==> src/design/ufg_pkg.sv <==
package ufg_pkg;

  // Entries held between the front and back parts
  localparam int QDepth = 4;
  localparam int QPtrW  = $clog2(QDepth);

  // Character codes used by the folding rules
  localparam logic [6:0] CH_SPACE = 7'h20;
  localparam logic [6:0] CH_QUOTE = 7'h27;
  localparam logic [6:0] CH_BTICK = 7'h60;
  localparam logic [6:0] CH_LOW_A = 7'h61;
  localparam logic [6:0] CH_LOW_Z = 7'h7A;
  localparam logic [6:0] CH_DEL   = 7'h7F;
  localparam logic [6:0] CH_A     = 7'h41;
  localparam logic [6:0] CH_C     = 7'h43;
  localparam logic [6:0] CH_E     = 7'h45;
  localparam logic [6:0] CH_I     = 7'h49;
  localparam logic [6:0] CH_N     = 7'h4E;
  localparam logic [6:0] CH_O     = 7'h4F;
  localparam logic [6:0] CH_U     = 7'h55;
  localparam logic [6:0] CH_Y     = 7'h59;

  // Lead and continuation bytes
  localparam logic [7:0] B_LEAD_C3 = 8'hC3;
  localparam logic [7:0] B_LEAD_C5 = 8'hC5;
  localparam logic [7:0] B_LEAD_E2 = 8'hE2;
  localparam logic [7:0] B_CONT_80 = 8'h80;
  localparam logic [7:0] B_LQUOTE  = 8'h98;
  localparam logic [7:0] B_RQUOTE  = 8'h99;
  localparam logic [7:0] B_OE_UP   = 8'h92;
  localparam logic [7:0] B_OE_LOW  = 8'h93;
  localparam logic [7:0] B_AE_UP   = 8'h86;
  localparam logic [7:0] B_AE_LOW  = 8'hA6;

  // What the previous byte left open
  typedef enum logic [2:0] {
    PK_NONE = 3'd0,
    PK_C3   = 3'd1,
    PK_C5   = 3'd2,
    PK_E2   = 3'd3,
    PK_E280 = 3'd4
  } ufg_pend_t;

  // One request: the folded characters caused by one input byte
  typedef struct packed {
    logic [2:0][6:0] chars;
    logic [1:0]      cnt;
    logic            last;
  } ufg_req_t;

  // Oldest request waiting in the queue
  typedef struct packed {
    logic     valid;
    ufg_req_t req;
  } ufg_head_t;

  // Second byte after lead C3
  function automatic logic [6:0] fold_c3(input logic [7:0] b);
    logic [6:0] ch;
    case (b)
      8'h80, 8'h81, 8'h82, 8'h83, 8'h84, 8'h85,
      8'hA0, 8'hA1, 8'hA2, 8'hA3, 8'hA4, 8'hA5: ch = CH_A;
      8'h87, 8'hA7: ch = CH_C;
      8'h88, 8'h89, 8'h8A, 8'h8B,
      8'hA8, 8'hA9, 8'hAA, 8'hAB: ch = CH_E;
      8'h8C, 8'h8D, 8'h8E, 8'h8F,
      8'hAC, 8'hAD, 8'hAE, 8'hAF: ch = CH_I;
      8'h91, 8'hB1: ch = CH_N;
      8'h92, 8'h93, 8'h94, 8'h95, 8'h96,
      8'hB2, 8'hB3, 8'hB4, 8'hB5, 8'hB6: ch = CH_O;
      8'h98, 8'hB8, 8'h9F, 8'hBF: ch = CH_Y;
      8'h99, 8'h9A, 8'h9B, 8'h9C, 8'h9D,
      8'hB9, 8'hBA, 8'hBB, 8'hBC, 8'hBD: ch = CH_U;
      default: ch = CH_SPACE;
    endcase
    return ch;
  endfunction

  // 5x7 font, top row first; unknown codes get the question mark
  function automatic logic [34:0] glyph_rom(input logic [6:0] ch);
    logic [34:0] g;
    case (ch)
      7'h20: g = {5'h00, 5'h00, 5'h00, 5'h00, 5'h00, 5'h00, 5'h00};
      7'h30: g = {5'h0E, 5'h11, 5'h13, 5'h15, 5'h19, 5'h11, 5'h0E};
      7'h31: g = {5'h04, 5'h0C, 5'h04, 5'h04, 5'h04, 5'h04, 5'h0E};
      7'h32: g = {5'h0E, 5'h11, 5'h01, 5'h02, 5'h04, 5'h08, 5'h1F};
      7'h33: g = {5'h0E, 5'h11, 5'h01, 5'h06, 5'h01, 5'h11, 5'h0E};
      7'h34: g = {5'h02, 5'h06, 5'h0A, 5'h12, 5'h1F, 5'h02, 5'h02};
      7'h35: g = {5'h1F, 5'h10, 5'h1E, 5'h01, 5'h01, 5'h11, 5'h0E};
      7'h36: g = {5'h06, 5'h08, 5'h10, 5'h1E, 5'h11, 5'h11, 5'h0E};
      7'h37: g = {5'h1F, 5'h01, 5'h02, 5'h04, 5'h08, 5'h08, 5'h08};
      7'h38: g = {5'h0E, 5'h11, 5'h11, 5'h0E, 5'h11, 5'h11, 5'h0E};
      7'h39: g = {5'h0E, 5'h11, 5'h11, 5'h0F, 5'h01, 5'h02, 5'h0C};
      7'h41: g = {5'h0E, 5'h11, 5'h11, 5'h1F, 5'h11, 5'h11, 5'h11};
      7'h42: g = {5'h1E, 5'h11, 5'h11, 5'h1E, 5'h11, 5'h11, 5'h1E};
      7'h43: g = {5'h0E, 5'h11, 5'h10, 5'h10, 5'h10, 5'h11, 5'h0E};
      7'h44: g = {5'h1C, 5'h12, 5'h11, 5'h11, 5'h11, 5'h12, 5'h1C};
      7'h45: g = {5'h1F, 5'h10, 5'h10, 5'h1E, 5'h10, 5'h10, 5'h1F};
      7'h46: g = {5'h1F, 5'h10, 5'h10, 5'h1E, 5'h10, 5'h10, 5'h10};
      7'h47: g = {5'h0E, 5'h11, 5'h10, 5'h17, 5'h11, 5'h11, 5'h0E};
      7'h48: g = {5'h11, 5'h11, 5'h11, 5'h1F, 5'h11, 5'h11, 5'h11};
      7'h49: g = {5'h0E, 5'h04, 5'h04, 5'h04, 5'h04, 5'h04, 5'h0E};
      7'h4A: g = {5'h01, 5'h01, 5'h01, 5'h01, 5'h11, 5'h11, 5'h0E};
      7'h4B: g = {5'h11, 5'h12, 5'h14, 5'h18, 5'h14, 5'h12, 5'h11};
      7'h4C: g = {5'h10, 5'h10, 5'h10, 5'h10, 5'h10, 5'h10, 5'h1F};
      7'h4D: g = {5'h11, 5'h1B, 5'h15, 5'h15, 5'h11, 5'h11, 5'h11};
      7'h4E: g = {5'h11, 5'h11, 5'h19, 5'h15, 5'h13, 5'h11, 5'h11};
      7'h4F: g = {5'h0E, 5'h11, 5'h11, 5'h11, 5'h11, 5'h11, 5'h0E};
      7'h50: g = {5'h1E, 5'h11, 5'h11, 5'h1E, 5'h10, 5'h10, 5'h10};
      7'h51: g = {5'h0E, 5'h11, 5'h11, 5'h11, 5'h15, 5'h12, 5'h0D};
      7'h52: g = {5'h1E, 5'h11, 5'h11, 5'h1E, 5'h14, 5'h12, 5'h11};
      7'h53: g = {5'h0F, 5'h10, 5'h10, 5'h0E, 5'h01, 5'h01, 5'h1E};
      7'h54: g = {5'h1F, 5'h04, 5'h04, 5'h04, 5'h04, 5'h04, 5'h04};
      7'h55: g = {5'h11, 5'h11, 5'h11, 5'h11, 5'h11, 5'h11, 5'h0E};
      7'h56: g = {5'h11, 5'h11, 5'h11, 5'h11, 5'h11, 5'h0A, 5'h04};
      7'h57: g = {5'h11, 5'h11, 5'h11, 5'h15, 5'h15, 5'h15, 5'h0A};
      7'h58: g = {5'h11, 5'h11, 5'h0A, 5'h04, 5'h0A, 5'h11, 5'h11};
      7'h59: g = {5'h11, 5'h11, 5'h0A, 5'h04, 5'h04, 5'h04, 5'h04};
      7'h5A: g = {5'h1F, 5'h01, 5'h02, 5'h04, 5'h08, 5'h10, 5'h1F};
      7'h5B: g = {5'h0E, 5'h08, 5'h08, 5'h08, 5'h08, 5'h08, 5'h0E};
      7'h5D: g = {5'h0E, 5'h02, 5'h02, 5'h02, 5'h02, 5'h02, 5'h0E};
      7'h2D: g = {5'h00, 5'h00, 5'h00, 5'h0E, 5'h00, 5'h00, 5'h00};
      7'h3A: g = {5'h00, 5'h04, 5'h00, 5'h00, 5'h04, 5'h00, 5'h00};
      7'h2E: g = {5'h00, 5'h00, 5'h00, 5'h00, 5'h00, 5'h04, 5'h00};
      default: g = {5'h0E, 5'h11, 5'h02, 5'h04, 5'h04, 5'h00, 5'h04};
    endcase
    return g;
  endfunction

endpackage

==> src/design/ufg_req_queue.sv <==
module ufg_req_queue (
  input  logic               clk,
  input  logic               rst_n,
  input  logic               push,
  input  ufg_pkg::ufg_req_t  push_req,
  output logic               full,
  input  logic               pop,
  output ufg_pkg::ufg_head_t head
);

  localparam logic [ufg_pkg::QPtrW:0] CntFull = (ufg_pkg::QPtrW + 1)'(ufg_pkg::QDepth);

  ufg_pkg::ufg_req_t             ent_r [ufg_pkg::QDepth];
  logic [ufg_pkg::QPtrW-1:0]     wr_ptr_r, rd_ptr_r;
  logic [ufg_pkg::QPtrW:0]       cnt_r, cnt_nxt;
  logic                          do_pop;

  assign full       = (cnt_r == CntFull);
  assign head.valid = (cnt_r != '0);
  assign head.req   = ent_r[rd_ptr_r];
  assign do_pop     = pop && head.valid;

  // Occupancy
  always_comb begin
    cnt_nxt = cnt_r;
    if (push && !do_pop) begin
      cnt_nxt = cnt_r + 1'b1;
    end else if (!push && do_pop) begin
      cnt_nxt = cnt_r - 1'b1;
    end
  end

  // Pointers and count
  always_ff @(posedge clk) begin
    if (!rst_n) begin
      wr_ptr_r <= '0;
      rd_ptr_r <= '0;
      cnt_r    <= '0;
    end else begin
      cnt_r <= cnt_nxt;
      if (push) begin
        wr_ptr_r <= wr_ptr_r + 1'b1;
      end
      if (do_pop) begin
        rd_ptr_r <= rd_ptr_r + 1'b1;
      end
    end
  end

  // Entry storage
  always_ff @(posedge clk) begin
    if (push) begin
      ent_r[wr_ptr_r] <= push_req;
    end
  end

endmodule

==> config.mk <==
export PLATFORM = sky130hd
export DESIGN_NAME = ufg_req_queue
export DESIGN_NICKNAME = d
export VERILOG_FILES = /design/src/design/ufg_pkg.sv /design/src/design/ufg_req_queue.sv
export SDC_FILE = /design/constraint.sdc
export NUM_CORES = 1
export LEC_CHECK = 0
export ABC_CLOCK_PERIOD_IN_PS = 2000
export BUFFER_PORTS_ARGS = -buffer_cell sky130_fd_sc_hd__buf_2
export CAP_MARGIN = 20
export CELL_PAD_IN_SITES_DETAIL_PLACEMENT = 1
export CELL_PAD_IN_SITES_GLOBAL_PLACEMENT = 1
export CORE_MARGIN = 8
export CORE_UTILIZATION = 30
export DETAILED_ROUTE_END_ITERATION = 8
export GPL_ROUTABILITY_DRIVEN = 0
export GPL_TIMING_DRIVEN = 0
export PLACE_DENSITY_LB_ADDON = 0.1
export SETUP_SLACK_MARGIN = 0.4
export SLEW_MARGIN = 20
export SYNTH_ARGS = -nofsm -noshare
export SYNTH_HDL_FRONTEND = slang
export SYNTH_SLANG_ARGS = --single-unit
==> constraint.sdc <==
create_clock -name clk -period 2 [get_ports clk]
set_input_delay 0.4 -clock clk [delete_from_list [all_inputs] [get_ports clk]]
set_output_delay 0.4 -clock clk [all_outputs]
set_load 0.005 [all_outputs]
[Yosys cells after proc, flatten, opt, wreduce, memory -nomap -nowiden]
Memory sizes are Yosys's and may differ from the RTL's. A register that Yosys moved wholly into a read port is not among the register bits.
Cells that the tools add are included.
Storage, ports and cells
  bits in registers: 7
  RAM bits: 96
  input port bits: 28
  memories kept: 1
Operators by class
  add/sub/neg operators: 4
  eq/ne operators: 1
  multiplexer cells: 6
  reduce and logical (&&, ||, !) cells: 7
Memory list
  ent_r: words 4, width 24, rd ports 1, clocked after Yosys merged registers in 1, wr ports 1, RTL line ufg_req_queue.sv:13  | ufg_pkg::ufg_req_t ent_r [ufg_pkg::QDepth];
Operators by type and width (count)
  3-bit two-way mux: 2
  2-bit by 1-bit adder with 2-bit output (second input constant): 2
  2-bit two-way mux: 2
  3-bit by 1-bit adder with 3-bit output (second input constant): 1
  3-bit == test (second input constant): 1
  1-bit logical AND: 3
  3-bit nonzero test: 1
  3-bit by 1-bit subtractor with 3-bit output (second input constant): 1
  1-bit logical NOT: 2
  1-bit two-way mux: 2
  2-bit nonzero test: 1

[Logic depth before layout (Yosys ltp)]
  depth in word-level cells: 5
  gate-level depth with buffers: 7
  mapped depth without buffers: 7

[Worst setup path before layout]
No wires, ideal clock.
  path kind: flip-flop to flip-flop
  start: reg cnt_r[1] (netlist bit)
  end: reg cnt_r[2] (netlist bit)
  arrival: 1838 ps
  required time: 1924 ps
  path slack: 86 ps
  cell stages (with the launch flop): 8
  buffers on the path: 0
  period minus slack after synthesis: 1914 ps
  path through: dfxtp_1 o31ai_4 ha_1 inv_1 fa_1 xor2_1 or3_1 a21boi_0
Between the ends
  cells in the longest elaborated chain, start to end: 5
RTL lines
  start: declaration: RTL line ufg_req_queue.sv:15  | logic [ufg_pkg::QPtrW:0] cnt_r, cnt_nxt;
  start signal: assignment: RTL line ufg_req_queue.sv:40  | cnt_r <= cnt_nxt;
  parallel branches: the longest is 5 deep, another holds 3-bit by 1-bit subtractor with 3-bit output
Parallel ways; which one is timed is not known. The select of a mux whose other input is x is not followed.
A chain may end at the register's enable or synchronous reset.

==> results.cfg <==
[global_routing]
grt_start_max_net_pins = 25
met3_usage_pct = 2.44
grt.busiest_layer = met2
grtUsageTotal_pct = 9.47
grt.overflow.total = 0
use_met2_pct = 15.3
first_global_vias = 2102
met1_usage_pct = 11.7
grt_pass1_wl_um = 12400
grt_antenna_before_repair = 0

[cts]
cts_num_sinks = 105
cts_tree = yes
clock_latency_ns = 0.34
cts_buffer_depth = 2
path_clk_slew_ns = 0.07
ctsHoldBuffers = 0
cts_htree_levels = 3
cts_buffers = 9
root_buffer = clkbuf_16

[synthesis]
ys.flop_type = edfxtp_1
synth.top_cell.area_share_pct = 72.4
synth_area_leaders = edfxtp_1, mux4_2, dfxtp_1, mux4_1, ha_1
syn_area_per_cell_sq_um = 23.6
yosysMostFrequentCell = edfxtp_1
synth-edff-count = 96
synthDistinctLibCells = 22
netlist_area_sq_um = 3980
synth_cells = 169
synth_seq_cells = 105
yosysSeqAreaShare_pct = 77.0
yosys_warnings = 0
synth_largest_area_cell = edfxtp_1
synth_nets = 203
yosys-top-cells-count = edfxtp_1, mux4_2, and2_1, dfxtp_1, ha_1
async_flop_share_pct = 0

[pwr]
seq_power_share_pct = 44.2
power_switching_mw = 1.45
comb_power_share_pct = 26.9
powerDensity_nw_per_um2 = 1190
p_sw_share_pct = 24.3
intPower_mw = 4.51
p_clk_share_pct = 28.9
ir_drop_mv = 0.421
p_leak_nw = 1.71

[worst_setup_path]
worst_path_largest_cell_delay_ns = 0.51
cp_max_fo = 5
arrival_ns = 1.61
critPathRequiredTime_ns = 1.60
end_kind = output pin
cp_common_cell = buf_12
crit_type = flip-flop to output pin
crit_chain = buf_12 -> buf_12 -> mux4_2 -> buf_2
start_kind = flip-flop
cp_slowest_cell = mux4_2

[status]
status = complete, but fails checks
violations = negative setup slack

[sta]
slew_viol_final = 0
rsz0062_at_grt = yes
setup_viol = 5
final_hold_viol_count = 0
fmax_mhz = 498
min_period_over_period_pct = 100
timing.final.ws_setup_ns = -0.00932
period_needed_ns = 2.01
fin_worst_skew_ns = 0.00495
tightest_slew_ns = 0.413
relSlewSlack_pct = 72.5

[layout]
multi_input_area_sq_um = 843
diodes = 0
drive_gt1_share_pct = 49.0
num-nets-final = 280
fillers = 1274
design_area_sq_um = 5010
regArea_sq_um = 3070
synthToLayoutAreaGrowth_pct = 25.8
final_cell_count_no_fill = 427

[drt]
viasPerCell = 4.33
drc = 0
ant_nets = 0
vias = 1847
wire_per_inst_um = 18.6
drt_wl_total_um = 7950
dr.pass1.iters = 4
dr.first_iter.drc_count = 99

[floorplanning]
core_area_sq_um = 13100
die_x_um = 131
ios = 54
die_h_um = 131
die_area_sq_um = 17200
start_util_pct = 30.4
core.rowCount = 42

[placement]
place_inst = 400
dp.final_hpwl_um = 4980
placed_area_sq_um = 4540
io_buffers = 53

[run]
maxCapViolations = 0

[worst_hold_path]
hp-class = primary input to flip-flop
-- final timing paths --
path              cells after the start               endpoint  slack, ns                  start
setup reg to reg                      7  cnt_r[2]$_SDFFE_PN0P_       0.14  cnt_r[1]$_SDFFE_PN0P_
hold reg to reg                       2  cnt_r[2]$_SDFFE_PN0P_       0.54  cnt_r[2]$_SDFFE_PN0P_
hold / removal                        1  ent_r[1][4]$_DFFE_PP_       0.27            push_req[4]
setup / recovery                      4               head[22]     -0.009              flip-flop
-- registers in the layout, summed over array words and instances, names as in the netlist, named ones only --
register  count
ent_r        96
cnt_r         3
rd_ptr_r      2
wr_ptr_r      2
-- per-stage QoR --
stage | setup TNS (ns) | utilization [%] | total power [mW] | setup slack [ns] | hold WS [ns]
CTS | -0.693 | 37.6 | 5.91 | -0.0765 | 0.263
finish | -0.0283 | 38.3 | 5.95 | -0.00932 | 0.270
global route | -1.12 | 38.3 | 6.25 | -0.0735 | 0.267
detailed placement | 0 | 34.7 | 3.99 | 0.0989 | 0.530
global placement | -15.09 | 34.2 | 3.98 | -0.181 | 0.530
floorplan | 0 | - | 3.51 | 0.201 | 0.498
-- critical path: cells and delay by family (launching register included) --
kind                   cells  cell delay (ns)
multiplexers               1             0.51
buffers and inverters      3             0.42
flip-flops                 1             0.34
-- cell type report --
type | instances | area share, %
flip-flops and latches | 105 | 61.4
multi-input cells | 55 | 16.8
repair buffers | 66 | 9.67
clock buffers | 11 | 4.65
well taps | 176 | 4.40
plain buffers | 6 | 1.75
clock inverters | 5 | 1.10
inverters | 3 | 0.225
-- power by group through the flow --
| stage | clock network (mW) | logic (mW) | registers, mW |
|---|---|---|---|
| after floorplan | 0 | 0.846 | 2.67 |
| after global placement | 0 | 1.29 | 2.69 |
| after detailed placement | 0 | 1.30 | 2.69 |
| after CTS | 1.76 | 1.52 | 2.64 |
| after global routing | 1.85 | 1.76 | 2.64 |
| final | 1.72 | 1.60 | 2.63 |
-- routing by layer --
layer  up-vias  wire [um]  share of wire, %
met1       954       3690                46
met3        10        230               2.9
li1        850          -                 -
met2        33       3900                49
met5         -          0                 0
met4         0        128               1.6
-- placed cells by master, fill, tap and decap left out, types with 2 or more instances in the layout --
cell	n
and2_2	2
xor2_1	2
mux4_2	24
or3_1	2
edfxtp_1	96
clkbuf_16	10
buf_12	3
nor2b_1	2
clkbuf_1	2
buf_2	49
buf_16	3
xnor2_1	3
buf_6	9
mux2i_1	2
inv_1	2
dfxtp_1	5
and2_4	2
and2_1	5
dfxtp_4	2
buf_4	5
ha_1	4
dfxtp_2	2
-- cell families (layout without fill, tap and decap cells) --
group                      after synthesis  count (layout)  synth area share, %
AOI/OAI and AO/OA                        4               4                 1.26
xor gates and xnor gates                 5               5                 1.10
adders and majority gates                6               6                 2.07
buffers and inverters                    9              91                 1.92
DFF                                    105             105                 77.0
muxes                                   26              26                 14.5
and+or+nand+nor                         14              14                 2.23
-- what timing repair did --
item,CTS,global route
pin swaps,4,4
setup buffers,7,2
gates cloned,1,1
resized for setup,18,10
setup endpoints to repair,62,28
Power figures use the tool's default switching activity.
