### config.mk
export PLATFORM = sky130hd
export DESIGN_NAME = ufg_front
export DESIGN_NICKNAME = d
export VERILOG_FILES = /design/src/design/ufg_pkg.sv /design/src/design/ufg_front.sv
export SDC_FILE = /design/constraint.sdc
export NUM_CORES = 1
export LEC_CHECK = 0
export ABC_AREA = 1
export BUFFER_PORTS_ARGS = -buffer_cell sky130_fd_sc_hd__buf_4
export CAP_MARGIN = 25
export CORE_UTILIZATION = 53
export DETAILED_ROUTE_END_ITERATION = 6
export PLACE_DENSITY = 0.85
export SLEW_MARGIN = 20
export SYNTH_ARGS = -nofsm -noshare
export SYNTH_HDL_FRONTEND = slang
export SYNTH_SLANG_ARGS = --single-unit
### constraint.sdc
create_clock -name clk -period 3.9 [get_ports clk]
set_input_delay 0.195 -clock clk [delete_from_list [all_inputs] [get_ports clk]]
set_output_delay 0.195 -clock clk [all_outputs]
set_load 0.01 [all_outputs]
### src/design/ufg_pkg.sv
package ufg_pkg;

  // Entries held between the front and back parts
  localparam int QDepth = 4;
  localparam int QPtrW  = $clog2(QDepth);

  // Character codes used by the folding rules
  localparam logic [6:0] CH_SPACE = 7'h20;
  localparam logic [6:0] CH_QUOTE = 7'h27;
  localparam logic [6:0] CH_BTICK = 7'h60;
  localparam logic [6:0] CH_LOW_A = 7'h61;
  localparam logic [6:0] CH_LOW_Z = 7'h7A;
  localparam logic [6:0] CH_DEL   = 7'h7F;
  localparam logic [6:0] CH_A     = 7'h41;
  localparam logic [6:0] CH_C     = 7'h43;
  localparam logic [6:0] CH_E     = 7'h45;
  localparam logic [6:0] CH_I     = 7'h49;
  localparam logic [6:0] CH_N     = 7'h4E;
  localparam logic [6:0] CH_O     = 7'h4F;
  localparam logic [6:0] CH_U     = 7'h55;
  localparam logic [6:0] CH_Y     = 7'h59;

  // Lead and continuation bytes
  localparam logic [7:0] B_LEAD_C3 = 8'hC3;
  localparam logic [7:0] B_LEAD_C5 = 8'hC5;
  localparam logic [7:0] B_LEAD_E2 = 8'hE2;
  localparam logic [7:0] B_CONT_80 = 8'h80;
  localparam logic [7:0] B_LQUOTE  = 8'h98;
  localparam logic [7:0] B_RQUOTE  = 8'h99;
  localparam logic [7:0] B_OE_UP   = 8'h92;
  localparam logic [7:0] B_OE_LOW  = 8'h93;
  localparam logic [7:0] B_AE_UP   = 8'h86;
  localparam logic [7:0] B_AE_LOW  = 8'hA6;

  // What the previous byte left open
  typedef enum logic [2:0] {
    PK_NONE = 3'd0,
    PK_C3   = 3'd1,
    PK_C5   = 3'd2,
    PK_E2   = 3'd3,
    PK_E280 = 3'd4
  } ufg_pend_t;

  // One request: the folded characters caused by one input byte
  typedef struct packed {
    logic [2:0][6:0] chars;
    logic [1:0]      cnt;
    logic            last;
  } ufg_req_t;

  // Oldest request waiting in the queue
  typedef struct packed {
    logic     valid;
    ufg_req_t req;
  } ufg_head_t;

  // Second byte after lead C3
  function automatic logic [6:0] fold_c3(input logic [7:0] b);
    logic [6:0] ch;
    case (b)
      8'h80, 8'h81, 8'h82, 8'h83, 8'h84, 8'h85,
      8'hA0, 8'hA1, 8'hA2, 8'hA3, 8'hA4, 8'hA5: ch = CH_A;
      8'h87, 8'hA7: ch = CH_C;
      8'h88, 8'h89, 8'h8A, 8'h8B,
      8'hA8, 8'hA9, 8'hAA, 8'hAB: ch = CH_E;
      8'h8C, 8'h8D, 8'h8E, 8'h8F,
      8'hAC, 8'hAD, 8'hAE, 8'hAF: ch = CH_I;
      8'h91, 8'hB1: ch = CH_N;
      8'h92, 8'h93, 8'h94, 8'h95, 8'h96,
      8'hB2, 8'hB3, 8'hB4, 8'hB5, 8'hB6: ch = CH_O;
      8'h98, 8'hB8, 8'h9F, 8'hBF: ch = CH_Y;
      8'h99, 8'h9A, 8'h9B, 8'h9C, 8'h9D,
      8'hB9, 8'hBA, 8'hBB, 8'hBC, 8'hBD: ch = CH_U;
      default: ch = CH_SPACE;
    endcase
    return ch;
  endfunction

  // 5x7 font, top row first; unknown codes get the question mark
  function automatic logic [34:0] glyph_rom(input logic [6:0] ch);
    logic [34:0] g;
    case (ch)
      7'h20: g = {5'h00, 5'h00, 5'h00, 5'h00, 5'h00, 5'h00, 5'h00};
      7'h30: g = {5'h0E, 5'h11, 5'h13, 5'h15, 5'h19, 5'h11, 5'h0E};
      7'h31: g = {5'h04, 5'h0C, 5'h04, 5'h04, 5'h04, 5'h04, 5'h0E};
      7'h32: g = {5'h0E, 5'h11, 5'h01, 5'h02, 5'h04, 5'h08, 5'h1F};
      7'h33: g = {5'h0E, 5'h11, 5'h01, 5'h06, 5'h01, 5'h11, 5'h0E};
      7'h34: g = {5'h02, 5'h06, 5'h0A, 5'h12, 5'h1F, 5'h02, 5'h02};
      7'h35: g = {5'h1F, 5'h10, 5'h1E, 5'h01, 5'h01, 5'h11, 5'h0E};
      7'h36: g = {5'h06, 5'h08, 5'h10, 5'h1E, 5'h11, 5'h11, 5'h0E};
      7'h37: g = {5'h1F, 5'h01, 5'h02, 5'h04, 5'h08, 5'h08, 5'h08};
      7'h38: g = {5'h0E, 5'h11, 5'h11, 5'h0E, 5'h11, 5'h11, 5'h0E};
      7'h39: g = {5'h0E, 5'h11, 5'h11, 5'h0F, 5'h01, 5'h02, 5'h0C};
      7'h41: g = {5'h0E, 5'h11, 5'h11, 5'h1F, 5'h11, 5'h11, 5'h11};
      7'h42: g = {5'h1E, 5'h11, 5'h11, 5'h1E, 5'h11, 5'h11, 5'h1E};
      7'h43: g = {5'h0E, 5'h11, 5'h10, 5'h10, 5'h10, 5'h11, 5'h0E};
      7'h44: g = {5'h1C, 5'h12, 5'h11, 5'h11, 5'h11, 5'h12, 5'h1C};
      7'h45: g = {5'h1F, 5'h10, 5'h10, 5'h1E, 5'h10, 5'h10, 5'h1F};
      7'h46: g = {5'h1F, 5'h10, 5'h10, 5'h1E, 5'h10, 5'h10, 5'h10};
      7'h47: g = {5'h0E, 5'h11, 5'h10, 5'h17, 5'h11, 5'h11, 5'h0E};
      7'h48: g = {5'h11, 5'h11, 5'h11, 5'h1F, 5'h11, 5'h11, 5'h11};
      7'h49: g = {5'h0E, 5'h04, 5'h04, 5'h04, 5'h04, 5'h04, 5'h0E};
      7'h4A: g = {5'h01, 5'h01, 5'h01, 5'h01, 5'h11, 5'h11, 5'h0E};
      7'h4B: g = {5'h11, 5'h12, 5'h14, 5'h18, 5'h14, 5'h12, 5'h11};
      7'h4C: g = {5'h10, 5'h10, 5'h10, 5'h10, 5'h10, 5'h10, 5'h1F};
      7'h4D: g = {5'h11, 5'h1B, 5'h15, 5'h15, 5'h11, 5'h11, 5'h11};
      7'h4E: g = {5'h11, 5'h11, 5'h19, 5'h15, 5'h13, 5'h11, 5'h11};
      7'h4F: g = {5'h0E, 5'h11, 5'h11, 5'h11, 5'h11, 5'h11, 5'h0E};
      7'h50: g = {5'h1E, 5'h11, 5'h11, 5'h1E, 5'h10, 5'h10, 5'h10};
      7'h51: g = {5'h0E, 5'h11, 5'h11, 5'h11, 5'h15, 5'h12, 5'h0D};
      7'h52: g = {5'h1E, 5'h11, 5'h11, 5'h1E, 5'h14, 5'h12, 5'h11};
      7'h53: g = {5'h0F, 5'h10, 5'h10, 5'h0E, 5'h01, 5'h01, 5'h1E};
      7'h54: g = {5'h1F, 5'h04, 5'h04, 5'h04, 5'h04, 5'h04, 5'h04};
      7'h55: g = {5'h11, 5'h11, 5'h11, 5'h11, 5'h11, 5'h11, 5'h0E};
      7'h56: g = {5'h11, 5'h11, 5'h11, 5'h11, 5'h11, 5'h0A, 5'h04};
      7'h57: g = {5'h11, 5'h11, 5'h11, 5'h15, 5'h15, 5'h15, 5'h0A};
      7'h58: g = {5'h11, 5'h11, 5'h0A, 5'h04, 5'h0A, 5'h11, 5'h11};
      7'h59: g = {5'h11, 5'h11, 5'h0A, 5'h04, 5'h04, 5'h04, 5'h04};
      7'h5A: g = {5'h1F, 5'h01, 5'h02, 5'h04, 5'h08, 5'h10, 5'h1F};
      7'h5B: g = {5'h0E, 5'h08, 5'h08, 5'h08, 5'h08, 5'h08, 5'h0E};
      7'h5D: g = {5'h0E, 5'h02, 5'h02, 5'h02, 5'h02, 5'h02, 5'h0E};
      7'h2D: g = {5'h00, 5'h00, 5'h00, 5'h0E, 5'h00, 5'h00, 5'h00};
      7'h3A: g = {5'h00, 5'h04, 5'h00, 5'h00, 5'h04, 5'h00, 5'h00};
      7'h2E: g = {5'h00, 5'h00, 5'h00, 5'h00, 5'h00, 5'h04, 5'h00};
      default: g = {5'h0E, 5'h11, 5'h02, 5'h04, 5'h04, 5'h00, 5'h04};
    endcase
    return g;
  endfunction

endpackage

### src/design/ufg_front.sv
module ufg_front (
  input  logic              clk,
  input  logic              rst_n,
  input  logic [7:0]        in_byte,
  input  logic              in_last,
  input  logic              in_push,
  output logic              in_full,
  input  logic              q_full,
  output logic              req_push,
  output ufg_pkg::ufg_req_t req
);

  ufg_pkg::ufg_pend_t pend_r, pend_nxt;

  logic       accept;
  logic       f_has;
  logic [6:0] f_ch;
  logic [6:0] low_ch;
  logic [6:0] up_ch;
  logic [1:0] pcnt;
  logic       use_fresh;

  assign accept  = in_push && !q_full;
  assign in_full = q_full;
  assign low_ch  = in_byte[6:0];

  // ASCII folding: upper case; unprintables, apostrophe and backtick to space
  always_comb begin
    up_ch = low_ch;
    if (low_ch >= ufg_pkg::CH_LOW_A && low_ch <= ufg_pkg::CH_LOW_Z) begin
      up_ch = low_ch - 7'd32;
    end
    if (up_ch < ufg_pkg::CH_SPACE || up_ch == ufg_pkg::CH_DEL ||
        up_ch == ufg_pkg::CH_QUOTE || up_ch == ufg_pkg::CH_BTICK) begin
      up_ch = ufg_pkg::CH_SPACE;
    end
  end

  // Byte taken with nothing open: one char, or open a lead
  always_comb begin
    f_has = 1'b1;
    f_ch  = ufg_pkg::CH_SPACE;
    if (!in_byte[7]) begin
      f_ch = up_ch;
    end else if (!in_last && (in_byte == ufg_pkg::B_LEAD_C3 ||
                              in_byte == ufg_pkg::B_LEAD_C5 ||
                              in_byte == ufg_pkg::B_LEAD_E2)) begin
      f_has = 1'b0;
    end
  end

  // Build the request
  always_comb begin
    req.chars = {ufg_pkg::CH_SPACE, ufg_pkg::CH_SPACE, ufg_pkg::CH_SPACE};
    req.cnt   = 2'd0;
    req.last  = in_last;
    pcnt      = 2'd0;
    use_fresh = 1'b0;
    case (pend_r)
      ufg_pkg::PK_C3: begin
        if (in_byte == ufg_pkg::B_AE_UP || in_byte == ufg_pkg::B_AE_LOW) begin
          req.chars[0] = ufg_pkg::CH_A;
          req.chars[1] = ufg_pkg::CH_E;
          req.cnt      = 2'd2;
        end else begin
          req.chars[0] = ufg_pkg::fold_c3(in_byte);
          req.cnt      = 2'd1;
        end
      end
      ufg_pkg::PK_C5: begin
        if (in_byte == ufg_pkg::B_OE_UP || in_byte == ufg_pkg::B_OE_LOW) begin
          req.chars[0] = ufg_pkg::CH_O;
          req.chars[1] = ufg_pkg::CH_E;
          req.cnt      = 2'd2;
        end else begin
          req.cnt = 2'd1;
        end
      end
      ufg_pkg::PK_E2: begin
        if (!(in_byte == ufg_pkg::B_CONT_80 && !in_last)) begin
          pcnt      = 2'd1;
          use_fresh = 1'b1;
        end
      end
      ufg_pkg::PK_E280: begin
        if (in_byte == ufg_pkg::B_LQUOTE || in_byte == ufg_pkg::B_RQUOTE) begin
          req.cnt = 2'd1;
        end else begin
          pcnt      = 2'd2;
          use_fresh = 1'b1;
        end
      end
      default: begin
        use_fresh = 1'b1;
      end
    endcase
    // broken sequences give spaces, then the byte is taken fresh
    if (use_fresh) begin
      req.chars[pcnt] = f_ch;
      req.cnt         = pcnt + {1'b0, f_has};
    end
  end

  // Next open state
  always_comb begin
    pend_nxt = ufg_pkg::PK_NONE;
    if (use_fresh && !f_has) begin
      case (in_byte)
        ufg_pkg::B_LEAD_C3: pend_nxt = ufg_pkg::PK_C3;
        ufg_pkg::B_LEAD_C5: pend_nxt = ufg_pkg::PK_C5;
        default:            pend_nxt = ufg_pkg::PK_E2;
      endcase
    end else if (pend_r == ufg_pkg::PK_E2 && in_byte == ufg_pkg::B_CONT_80 &&
                 !in_last) begin
      pend_nxt = ufg_pkg::PK_E280;
    end
  end

  assign req_push = accept && (req.cnt != 2'd0);

  // Open-sequence state
  always_ff @(posedge clk) begin
    if (!rst_n) begin
      pend_r <= ufg_pkg::PK_NONE;
    end else if (accept) begin
      pend_r <= pend_nxt;
    end
  end

`ifndef SYNTH
  // a byte marked last never leaves a sequence open
  a_last_closes: assert property (@(posedge clk) disable iff (!rst_n)
    (accept && in_last) |=> pend_r == ufg_pkg::PK_NONE)
    else $error("sequence left open after last byte");

  // a last byte always yields a request
  a_last_pushes: assert property (@(posedge clk) disable iff (!rst_n)
    (accept && in_last) |-> req_push)
    else $error("last byte gave no result");

  // open state only moves on an accepted byte
  a_pend_hold: assert property (@(posedge clk) disable iff (!rst_n)
    !accept |=> $stable(pend_r))
    else $error("open state changed without a byte");
`endif

endmodule

After elaboration in Yosys (flattened, before gate mapping):

Memories as Yosys holds them, arrays and structs flattened.
Cells that the tools add are included.

* output and inout port bits: 26
* memories kept: 1
* flip-flop bits (word level): 3
* ROM bits: 1792

Memory list
* (name not given): words 256, width 7, rd ports 1, clocked after Yosys merged registers in 0, wr ports 0, line ufg_pkg.sv:60 `case (b)`

* magnitude comparators: 5
* add/sub/neg operators: 2
* eq/ne operators: 17
* reductions and logical operators: 22
* muxes and demuxes: 25

Operator list (number)
* == test 8 bit, second input constant: 10
* 2-to-1 mux 7 bit: 5
* case mux 14 bit (2 select lines): 1
* 2-to-1 mux 23 bit: 1
* bitwise mux 21 bit: 1
* demux 7 bit (select 2 bit): 1
* == test 7 bit, second input constant: 2
* 2-to-1 mux 14 bit: 1
* logical AND 1 bit: 9
* 2-to-1 mux 9 bit: 1
* logical OR 1 bit: 8
* case mux 2 bit (2 select lines): 2
* == test 7 x 6 -> 1 bit, second input constant: 1
* >= comparator 7 bit, second input constant: 1
* less-or-equal comparator 7 bit, second input constant: 1
* < comparator 7 x 6 -> 1 bit, second input constant: 1
* subtractor 7 x 6 -> 7 bit, second input constant: 1
* == test 3 x 2 -> 1 bit, second input constant: 2
* 2-to-1 mux 1 bit: 6
* 2-to-1 mux 3 bit: 2
* case mux 2 bit (3 select lines): 1
* 2-to-1 mux 2 bit: 2
* == test 3 x 1 -> 1 bit, second input constant: 1
* == test 3 bit, second input constant: 1
* 7 further kinds: 9

Logic depth before layout (Yosys ltp):

Gate-level depths: netlist of run 1.

* depth in word-level cells: 13
* depth in mapped cells: 15
* gate-level depth less buffers: 13

Worst setup path before layout of run 1:

OpenSTA, ideal clock, no wires.

* path type: register -> output
* start point: register pend_r[1]
* end point: output req_push
* buffers on the path: 0
* path slack: 2.045 ns
* stages on the path, launching flop included: 11
* arrival time: 1.660 ns
* required time: 3.705 ns
* cell sequence: dfxtp_1 inv_2 nor3_2 inv_1 nor2_1 ha_1 xnor2_1 nand2_1 nand2_1 nor2_1 nor2_1

RTL lines
* from (decl): line ufg_front.sv:13 `ufg_pkg::ufg_pend_t pend_r, pend_nxt;`
* from (signal assigned): line ufg_front.sv:124 `pend_r <= ufg_pkg::PK_NONE;`
* from (signal assigned): line ufg_front.sv:126 `pend_r <= pend_nxt;`
* to (decl): line ufg_front.sv:9 `output logic req_push,`

Worst setup path in the final report of run 1:

* start point: register pend_r[1]
* end point: output req_push

* word-level cells in the longest chain between the ends: 6
* elaborated cells on any way between the ends: 12
* classes of those cells: 1 x add/sub; 4 x eq/ne; 4 x mux; 3 x reduce/logical

Ends and longest elaborated chain
* == test 3 bit, or another cell as far along: line ufg_front.sv:59 `case (pend_r)`
* case mux 2 bit (2 select lines) / OR reduction 2 bit (equally long branches)
* adder 2 x 1 -> 2 bit / case mux 1 bit (3 select lines) (equally long branches): line ufg_front.sv:100, ufg_front.sv:59
* 2-to-1 mux 23 bit (*): line ufg_front.sv:98 `if (use_fresh) begin`
* nonzero test 2 bit (*): line ufg_front.sv:119 `assign req_push = accept && (req.cnt != 2'd0);`
* logical AND 1 bit (*): line ufg_front.sv:119

Every way passes the cells marked *; elsewhere a longest branch is shown, timed or not.

==> results of run 1 <==
==> layout by cell type, fill, tap and decap left out, drive strengths merged <==
cell / n
nand3b: 3
nand3: 20
ha: 2
nand2: 57
a41oi: 1
nor3: 8
buf: 38
o2111ai: 1
a31o: 1
inv: 28
o21ai: 7
nand4: 11
clkbuf: 4
dfxtp: 3
nor2: 34
xnor2: 1
a31oi: 2
a21oi: 6
a211oi: 1
==> area by class of cell <==
class | instances | share of cell area
multi-input cells | 155 | 0.607
repair buffers | 38 | 0.219
inverters | 28 | 0.0845
flip-flops and latches | 3 | 0.0461
well taps | 25 | 0.0240
clock buffers | 4 | 0.0202
==> per-stage QoR <==
stage / setup slack (ns) / hold WS, ns / cell area (um2) / total power, uW
after floorplan: 2.05 / 0.347 / 1030 / 103
after global placement: 1.83 / 0.460 / 1280 / 134
after detailed placement: 1.76 / 0.467 / 1280 / 136
after CTS: 1.64 / 0.229 / 1300 / 192
after global routing: 1.40 / 0.282 / 1300 / 207
final: 1.64 / 0.241 / 1300 / 191
==> Yosys cell counts, drive strengths merged (2+ instances only) <==
library cell	count	share of area
a21oi	6	0.029
ha	2	0.024
nand3b	3	0.034
buf	8	0.067
nand2	57	0.22
nand4	11	0.067
nor2	34	0.14
inv	28	0.11
nor3	8	0.049
nand3	20	0.12
o21ai	7	0.034
dfxtp	3	0.058
a31oi	2	0.012
==> cells by family (layout without fill, tap and decap cells) <==
group | Yosys count | after routing | share of synthesized area
simple gates | 133 | 133 | 0.627
buf+inv | 36 | 70 | 0.174
compound gates | 19 | 19 | 0.108
flops | 3 | 3 | 0.0583
fa+ha+maj | 2 | 2 | 0.0243
xor+xnor | 1 | 1 | 0.00851
==> routing by layer <==
metal  vias to the layer above  wire, um  track usage
li1                        702         -            -
met1                       597      1290        0.374
met2                        77      1410        0.527
met3                         2       242       0.0392
met4                         0        17       0.0765
met5                         -         0            0
==> worst max-delay path: stages (launching register included) <==
cell	delay, ns
dfxtp_1	0.40
inv_2	0.06
nor3_2	0.23
inv_1	0.07
nor2_1	0.32
ha_1	0.24
xnor2_1	0.11
nand2_1	0.06
nand2_1	0.07
nor2_1	0.05
nor2_1	0.08
buf_4	0.13
==> report_power, final <==
| part | total, uW | internal (uW) | switching [uW] |
|---|---|---|---|
| clock | 53.9 | 38.3 | 15.6 |
| sequential | 31.9 | 31.5 | 0.414 |
| combinational | 105 | 40.7 | 64.8 |
==> worst max path at each step <==
stage | startpoint | end | cells past startpoint
after CTS | pend_r[1]$_SDFFE_PN0P_ | req_push | 11
after global routing | pend_r[1]$_SDFFE_PN0P_ | req_push | 11
after detailed placement | in_byte[5] | req[16] | 14
after global placement | in_byte[5] | req[16] | 14
final | pend_r[1]$_SDFFE_PN0P_ | req_push | 11
after floorplan | pend_r[1]$_SDFFE_PN0P_ | req_push | 10
==> results.tsv, run 1 <==
stage	metric	value	unit
status	status	completed	
min_path	Hold Path Depth	3	
clocking	H-tree level count	1	
min_path	min-delay src	rst_n	
finish	nets	244	
finish	Most flops, register	pend_r	
finish	Largest register FFs	3	
sta	setup TNS	0	ns
floorplanning	Die H	46.1	um
clocking	TritonCTS buffer count	3	
finish	Top Registers	pend_r (3)	
sta	clock skew	0.00233	ns
sta	Max Freq	0.443	GHz
setup_path	crit path launch type	flop	
global_routing	Overflow after GRT	0	
placement	Placed Instances	249	
setup_path	Reg-to-Reg Start	pend_r[1]$_SDFFE_PN0P_	
sta	Tightest Pin Transition	0.595	ns
clocking	root cell of the clock tree	clkbuf_4	
clocking	TritonCTS Sinks	3	
floorplanning	initial cell density of the core	0.578	
setup_path	worst-path fanout max	5	
sta	RSZ-0062 raised after global routing	false	
floorplanning	Core ar.	0.00178	mm2
sta	final period utilization	0.579	
finish	Multi-input gate area	791	um2
detailed_routing	DR pass1 iterations	5	
floorplanning	Die X	46.1	um
global_routing	vias in the first global route	1191	
power	worst vdd ir	186	uV
clocking	cts hold-fix bufs	0	
floorplanning	# IOs	39	
setup_path	CP required	3.70	ns
detailed_routing	drt drc	0	
finish	sequential cell area	60.1	um2
yosys	cell count after synthesis	194	
setup_path	WS Path Type	reg -> out	
clocking	Post-CTS Setup Bufs	0	
clocking	Clock Tree Buf Depth	2	
sta	Final Slew Violations	0	
detailed_routing	total wire length	2.96	mm
setup_path	R2R cell count	7	
setup_path	CP Capture Type	output pin	
yosys	Synth Net Count	209	
detailed_routing	Routed wire per std cell	11.7	um
placement	count of input and output buffers	38	
yosys	Yosys Warn Count	0	
yosys	Synth Register Bits	3	
sta	Setup-failing EPs final	0	
min_path	hold endpoint	pend_r[1]$_SDFFE_PN0P_	
sta	crit path time final	2.26	ns
global_routing	first-pass GRT wire length	4.76	mm
power	PwrDens	147	mW/mm2
yosys	Synth Area per Inst	5.31	um2
finish	area grow syn2layout	26.6	%
global_routing	Total Routing Usage GR	0.298	
clocking	CTS tree	yes	
finish	fin cells	253	
setup_path	FF-to-FF setup slack	2.19	ns
yosys	Main synth FF type	dfxtp_1	
clocking	Resized Gates After CTS	0	
sta	Max-slew headroom	0.601	
placement	GPL Wtd Cong	0.944	
setup_path	Reg2Reg Capture Point	pend_r[0]$_SDFFE_PN0P_	
yosys	Post-synth EDFFs	0	
global_routing	largest net degree at the start of global routing	12	
finish	Layout Utilization	0.731	
yosys	Post-Syn Area	0.00103	mm2
power	leak pwr	0.000675	uW
yosys	ys async rst share	0	
sta	final hold violation count	0	
finish	layout cells sized above 1	0.289	
yosys	Yosys cell types	28	
floorplanning	Site Rows	15	
detailed_routing	Via density	5.45	
yosys	sequential share of the synthesized area	0.0583	
clocking	Clk pin slew, worst setup/hold paths	0.03	ns
floorplanning	Die ar.	0.00212	mm2
run	Max Cap Violations	0	
min_path	Hold Crit Class	in -> reg	
setup_path	Data arrival, critical path	2.06	ns
finish	fill count	171	
global_routing	antenna violations before repair	0	
detailed_routing	Detail Route Antenna Nets	0	
detailed_routing	DRT iter0 DRCs	60	
detailed_routing	via count	1378	
clocking	worst skew pair latency	0.23	ns
finish	# diodes	0	
placement	dpl hpwl	2.45	mm
Note: power is estimated with default switching activity, not from simulation.
==> inputs of run 2 (changes only) <==
Settings changed: ABC_AREA 1 to 0, CORE_UTILIZATION 53 to 45, PLACE_DENSITY 0.85 to 0.77.
Clock period 3.9 ns to 2.07 ns, I/O delays scaled along.
==> run 2 against run 1 <==
- sequential power up 79%
- worst setup slack got worse by 1.6 ns
- non-clock buffer count increased by 29
- clock power is 97% higher
- sequential share of layout area is 0.77 points lower
- worst hold slack lost 0.13 ns
- final area up 33%
- clock skew increased by 0.0041 ns
- first-iteration DRC count decreased by 13%
- wire length is 36% higher
- power up 110%
==> results.tsv, run 2 <==
stage	metric	value	unit	change
yosys	Yosys Warn Count	0		unchanged
yosys	sequential share of the synthesized area	0.0560		-0.00231
sta	Final Slew Violations	0		unchanged
setup_path	Reg2Reg Capture Point	pend_r[1]$_SDFFE_PN0P_		
floorplanning	Die H	50.8	um	+10%
yosys	Main synth FF type	dfxtp_1		
finish	nets	225		-7.8%
clocking	cts hold-fix bufs	0		unchanged
setup_path	worst-path fanout max	5		unchanged
power	worst vdd ir	287	uV	+54%
yosys	Synth Net Count	169		-19%
finish	commonest non-fill, non-tap cell in the layout	buf_4		
clocking	Clk pin slew, worst setup/hold paths	0.04	ns	about the same
finish	Largest register FFs	3		unchanged
sta	final hold violation count	0		unchanged
finish	Most flops, register	pend_r		
global_routing	largest net degree at the start of global routing	23		+11
placement	count of input and output buffers	38		unchanged
floorplanning	Die X	50.8	um	+10%
sta	Setup-failing EPs final	0		unchanged
clocking	root cell of the clock tree	clkbuf_4		
min_path	min-delay src	rst_n		
finish	layout cells sized above 1	0.493		+0.203
finish	area grow syn2layout	61.3	%	
yosys	Post-Syn Area	0.00107	mm2	+4.1%
finish	# diodes	0		unchanged
yosys	Synth Register Bits	3		unchanged
placement	Placed Area	0.00157	mm2	+23%
yosys	area fraction of the dominant cell type after synthesis	0.0747		-0.108
clocking	TritonCTS Sinks	3		unchanged
placement	GPL Wtd Cong	0.937		-0.70%
finish	Top Registers	pend_r (3)		
sta	Tightest Pin Transition	0.628	ns	+0.0322 ns
sta	Min Hold Slack	0.115	ns	-0.127 ns
finish	most frequent cells in the layout	buf_4 (62), nor3_1 (16), nand2_1 (13)		
sta	crit path time final	2.07	ns	
floorplanning	Site Rows	17		+2
finish	Finished Cell Area	0.00173	mm2	+33%
clocking	CTS tree	yes		
detailed_routing	total wire length	4.04	mm	+36%
clocking	TritonCTS buffer count	3		unchanged
floorplanning	# IOs	39		unchanged
placement	Placed Instances	231		-7.2%
yosys	cell count after synthesis	154		-21%
yosys	top post-synthesis cells by count	nor3_1 (16), nand2_1 (13), clkbuf_1 (11)		
min_path	Hold Path Depth	2		-1
yosys	post-synth top area cell	nor3_1		
yosys	Post-synth EDFFs	0		unchanged
global_routing	Total Routing Usage GR	0.310		+0.0124
detailed_routing	Routed wire per std cell	17.0	um	+45%
detailed_routing	drt drc	0		unchanged
detailed_routing	Via density	6.31		+16%
detailed_routing	Detail Route Antenna Nets	0		unchanged
yosys	top-count cell post-synth	nor3_1		
detailed_routing	via count	1496		+8.6%
yosys	Synth Area per Inst	6.96	um2	+31%
clocking	worst skew pair latency	0.24	ns	about the same
floorplanning	Core ar.	0.00223	mm2	+25%
placement	dpl hpwl	2.82	mm	+15%
min_path	Hold Crit Class	in -> reg		
sta	Max-slew headroom	0.580		-0.0204
sta	Max Freq	0.484	GHz	
clocking	H-tree level count	1		unchanged
global_routing	Overflow after GRT	0		unchanged
finish	Layout Utilization	0.774		+0.0430
clocking	Clock Tree Buf Depth	2		unchanged
yosys	synth top area cells	nor3_1 (7.5%), o31ai_1 (6.3%), dfxtp_1 (5.6%), nand2b_1 (4.7%), nand2_1 (4.6%)		
status	status	completed		
finish	fin cells	237		-6.3%
setup_path	Reg-to-Reg Start	pend_r[0]$_SDFFE_PN0P_		
detailed_routing	DR pass1 iterations	4		-1
setup_path	WS Path Type	reg -> out		
yosys	ys async rst share	0		unchanged
sta	clock skew	0.00644	ns	+0.00410 ns
setup_path	CP required	1.97	ns	-1.73 ns
global_routing	first-pass GRT wire length	6.18	mm	+30%
yosys	Yosys cell types	54		+93%
floorplanning	initial cell density of the core	0.480		-0.0974
power	PwrDens	229	mW/mm2	+56%
power	leak pwr	0.000697	uW	+3.3%
sta	RSZ-0062 raised after global routing	true		
global_routing	vias in the first global route	1317		+11%
global_routing	antenna violations before repair	0		unchanged
run	Max Cap Violations	0		unchanged
min_path	hold endpoint	pend_r[2]$_SDFFE_PN0P_		
detailed_routing	DRT iter0 DRCs	52		-13%
setup_path	crit path launch type	flop		
sta	final period utilization	0.999		
setup_path	FF-to-FF setup slack	0.32	ns	-1.87 ns
setup_path	Data arrival, critical path	1.96	ns	-0.10 ns
setup_path	R2R cell count	7		unchanged
finish	fill count	164		-4.1%
floorplanning	Die ar.	0.00258	mm2	+22%
setup_path	CP Capture Type	output pin		
run 2: changes by cell type after synthesis, sizes merged, moves of 10 or more:
cell    previous run  this run
nand2             57        14
clkbuf             0        11
inv               28         4
nand3             20         1
nand4             11         1
nor2              34         5
run 2: logic make-up after synthesis:
kind of cell    share of synthesized area
fa+ha+maj                          0.0233
buf+inv                            0.0863
simple gates                        0.450
flops                              0.0560
mux                                0.0210
xor+xnor                           0.0245
compound gates                      0.338
run 2: worst max-delay path, cell delays in order (launching register included):
cell      delay (ns)
dfxtp_4         0.37
nor2_2          0.08
buf_4           0.15
or3_4           0.34
nor2b_2         0.18
a311oi_4        0.32
a31oi_2         0.13
buf_4           0.16
run 2: how the worst max path moves through the flow:
stage | from | end | slack (ns) | cells after the start
after global routing | in_byte[1] | req[6] | -0.03 | 8
final | pend_r[1]$_SDFFE_PN0P_ | req_push | 0.002 | 7
after global placement | in_byte[0] | req_push | -0.02 | 9
after floorplan | in_byte[4] | req_push | 0.004 | 9
after CTS | pend_r[1]$_SDFFE_PN0P_ | req_push | -0.01 | 7
after detailed placement | in_byte[0] | req_push | -0.07 | 9
run 2: layout make-up:
| class | count | area, um2 | share of cell area |
|---|---|---|---|
| clock buffer | 4 | 26.3 | 0.0152 |
| inverter | 4 | 15.0 | 0.00868 |
| multi-input combinational | 131 | 1040 | 0.601 |
| sequential | 3 | 66.3 | 0.0384 |
| tap | 28 | 35.0 | 0.0203 |
| timing repair buffer | 67 | 548 | 0.317 |
run 2: repair_timing:
| item | in CTS | in global routing |
|---|---|---|
| pin swaps | 1 | 2 |
| setup endpoints to repair | 13 | 19 |
| resized for setup | 6 | 18 |
| buffers inserted | 0 | 2 |
run 2: where the power goes:
part / internal [uW] / total, uW / switching (uW) / leakage, uW
Combinational: 112 / 233 / 120 / 0.000656
Clock: 72.4 / 106 / 33.6 / 0.0000150
Sequential: 56.9 / 57.0 / 0.0945 / 0.0000260
run 2: per-stage QoR:
| step | setup TNS [ns] | total power [uW] | worst slack, ns |
|---|---|---|---|
| 4_1_cts | -0.0105 | 383 | -0.0105 |
| 6_report | 0 | 396 | 0.00231 |
| 3_5_place_dp | -0.296 | 272 | -0.0698 |
| 5_1_grt | -0.130 | 420 | -0.0318 |
| 2_1_floorplan | 0 | 178 | 0.00415 |
| 3_3_place_gp | -0.0248 | 265 | -0.0248 |
run 2: routing by layer:
metal | global-route usage | wire length [um] | vias up | part of all wire
met5 | 0 | 0 | - | 0
met4 | 0.0694 | 63 | 0 | 0.016
met3 | 0.0357 | 219 | 8 | 0.054
met2 | 0.567 | 2150 | 78 | 0.53
met1 | 0.385 | 1600 | 703 | 0.40
li1 | - | - | 707 | -
==> inputs of run 3 (changes only) <==
Settings changed: SETUP_SLACK_MARGIN from default to 0.1.
==> run 3 against run 2 <==
- flip-flop and latch count unchanged
- clock power down 4%
- worst hold slack improved by 0.0093 ns
- global-route usage rose by 0.46 points
- cell count rose by 1.7%
- fmax shrank 0.21%
- the run now ends with negative setup slack left
- largest cell class unchanged
- die area is the same
- critical endpoint is now req[22]
- register-to-register slack gained 0.11 ns
- via count grew 3.3%
- wire length is 9.7% higher
==> results.tsv, run 3 (synthesis gave the netlist of run 2 again) <==
stage	metric	value	unit	change
setup_path	Reg2Reg Capture Point	pend_r[0]$_SDFFE_PN0P_		
floorplanning	Site Rows	17		unchanged
power	sw frac	0.394		+0.00447
detailed_routing	DRT iter0 DRCs	84		+62%
setup_path	worst-path fanout max	3		-2
clocking	worst skew pair latency	0.23	ns	about the same
clocking	TritonCTS Sinks	3		unchanged
detailed_routing	drt drc	0		unchanged
sta	setup TNS	-0.00208	ns	-0.00208 ns
placement	GPL Wtd Cong	0.909		-3.0%
clocking	H-tree level count	1		unchanged
status	violated checks	negative setup slack		
sta	Final WS setup	-0.00208	ns	-0.00439 ns
floorplanning	initial cell density of the core	0.480		unchanged
finish	area grow syn2layout	73.2	%	
sta	final period utilization	1.00		+0.00212
sta	RSZ-0062 raised after global routing	true		
clocking	root cell of the clock tree	clkbuf_4		
global_routing	Total Routing Usage GR	0.315		+0.00456
clocking	Clock Tree Buf Depth	2		unchanged
floorplanning	Die H	50.8	um	unchanged
finish	Most flops, register	pend_r		
finish	most frequent cells in the layout	buf_4 (62), nor3_1 (13), nand2_1 (12)		
detailed_routing	DR pass1 iterations	4		unchanged
min_path	Hold Path Depth	2		unchanged
status	status	finished, violations left		
sta	Final Slew Violations	0		unchanged
placement	dpl hpwl	2.77	mm	-1.8%
power	Comb pwr share	0.629		+0.041
floorplanning	Core ar.	0.00223	mm2	unchanged
setup_path	WS Path Type	in -> out		
setup_path	Reg-to-Reg Start	pend_r[0]$_SDFFE_PN0P_		
clocking	CTS tree	yes		
finish	nets	229		+1.8%
floorplanning	# IOs	39		unchanged
global_routing	largest net degree at the start of global routing	19		-17%
clocking	Clk pin slew, worst setup/hold paths	0.04	ns	about the same
setup_path	CP Capture Type	output pin		
setup_path	CP required	1.97	ns	about the same
finish	Largest register FFs	3		unchanged
detailed_routing	total wire length	4.43	mm	+9.7%
min_path	hold endpoint	pend_r[2]$_SDFFE_PN0P_		
detailed_routing	Via density	6.41		+1.6%
power	Int Pwr	257	uW	+6.5%
sta	clock skew	0.00153	ns	-0.00491 ns
power	leak pwr	0.000770	uW	+11%
finish	layout cells sized above 1	0.540		+0.0471
min_path	Hold Crit Class	in -> reg		
min_path	min-delay src	rst_n		
sta	Max-slew headroom	0.681		+0.101
setup_path	R2R cell count	5		-2
power	Flop pwr share	0.131		-0.013
floorplanning	Die ar.	0.00258	mm2	unchanged
detailed_routing	Routed wire per std cell	18.4	um	+7.9%
power	PwrDens	229	mW/mm2	about the same
detailed_routing	via count	1545		+3.3%
sta	Min Hold Slack	0.124	ns	+0.00925 ns
power	final total power	424	uW	+7.3%
sta	crit path time final	2.07	ns	+0.00439 ns
setup_path	crit path launch type	input port		
sta	final hold violation count	0		unchanged
global_routing	Overflow after GRT	0		unchanged
placement	count of input and output buffers	38		unchanged
global_routing	vias in the first global route	1380		+4.8%
power	worst vdd ir	290	uV	+1.0%
global_routing	antenna violations before repair	0		unchanged
floorplanning	Die X	50.8	um	unchanged
finish	Top Registers	pend_r (3)		
detailed_routing	Detail Route Antenna Nets	0		unchanged
finish	# diodes	0		unchanged
run	Max Cap Violations	0		unchanged
sta	Tightest Pin Transition	0.477	ns	-0.151 ns
finish	commonest non-fill, non-tap cell in the layout	buf_4		
clocking	TritonCTS buffer count	3		unchanged
setup_path	FF-to-FF setup slack	0.43	ns	+0.11 ns
sta	Max Freq	0.483	GHz	-0.21%
global_routing	first-pass GRT wire length	6.33	mm	+2.6%
power	NetSw	167	uW	+8.5%
setup_path	Data arrival, critical path	1.97	ns	about the same
sta	Setup-failing EPs final	1		+1
power	Clock Power Share	0.240		-0.028
## run 3: worst max-delay path by stage
stage / from / endpoint / slack [ns] / depth (start not counted)
after floorplan: in_byte[4] / req_push / 0.06 / 9
after global placement: in_byte[0] / req_push / -0.10 / 9
after detailed placement: in_byte[0] / req_push / -0.11 / 9
after CTS: pend_r[0]$_SDFFE_PN0P_ / req_push / 0.05 / 7
after global routing: in_byte[6] / req[22] / -0.04 / 10
final: in_byte[2] / req[22] / -0.002 / 8
## run 3: cell type report
type / count / area [um2]
multi-input combinational: 131 / 1120
tap: 28 / 35.0
inverter: 4 / 17.5
timing repair buffer: 71 / 589
fill: 133 / 377
sequential: 3 / 67.6
clock buffer: 4 / 26.3
## run 3: routing by layer
layer | GRT usage | vias up | routed length, um
met4 | 0.0833 | 0 | 89
met5 | 0 | - | 0
li1 | - | 717 | -
met1 | 0.391 | 732 | 1690
met2 | 0.582 | 81 | 2320
met3 | 0.0179 | 15 | 334
## run 3: metrics by stage
step,setup WS [ns],util,instance area [um2],std cells
6_report,-0.00208,0.831,1860,241
5_1_grt,-0.0432,0.831,1860,241
4_1_cts,0.0484,0.737,1650,236
3_5_place_dp,-0.112,0.700,1560,231
3_3_place_gp,-0.103,0.700,1560,231
2_1_floorplan,0.0620,-,1120,154
## run 3: power groups by stage
stage	clock (uW)	sequential (uW)	combinational [uW]
after CTS	108	58.2	220
after floorplan	0	59.1	121
final	102	55.8	267
after global routing	112	55.7	282
after global placement	0	59.1	202
after detailed placement	0	59.2	210
## run 3: worst max-delay path, cell delays in order
cell and delay, ns:
buf_4 0.12, or4_4 0.55, a2bb2oi_4 0.20, buf_4 0.15, a21oi_1 0.20, a2bb2oi_1 0.16
or3_1 0.34, buf_4 0.15
## run 3: timing repair
| item | CTS | global route |
|---|---|---|
| hold buffers | 0 | 0 |
| gates resized for setup | 11 | 32 |
| cloned | 0 | 2 |
| setup endpoints to repair | 21 | 24 |
| pin swaps | 7 | 3 |
| buffers inserted | 1 | 3 |
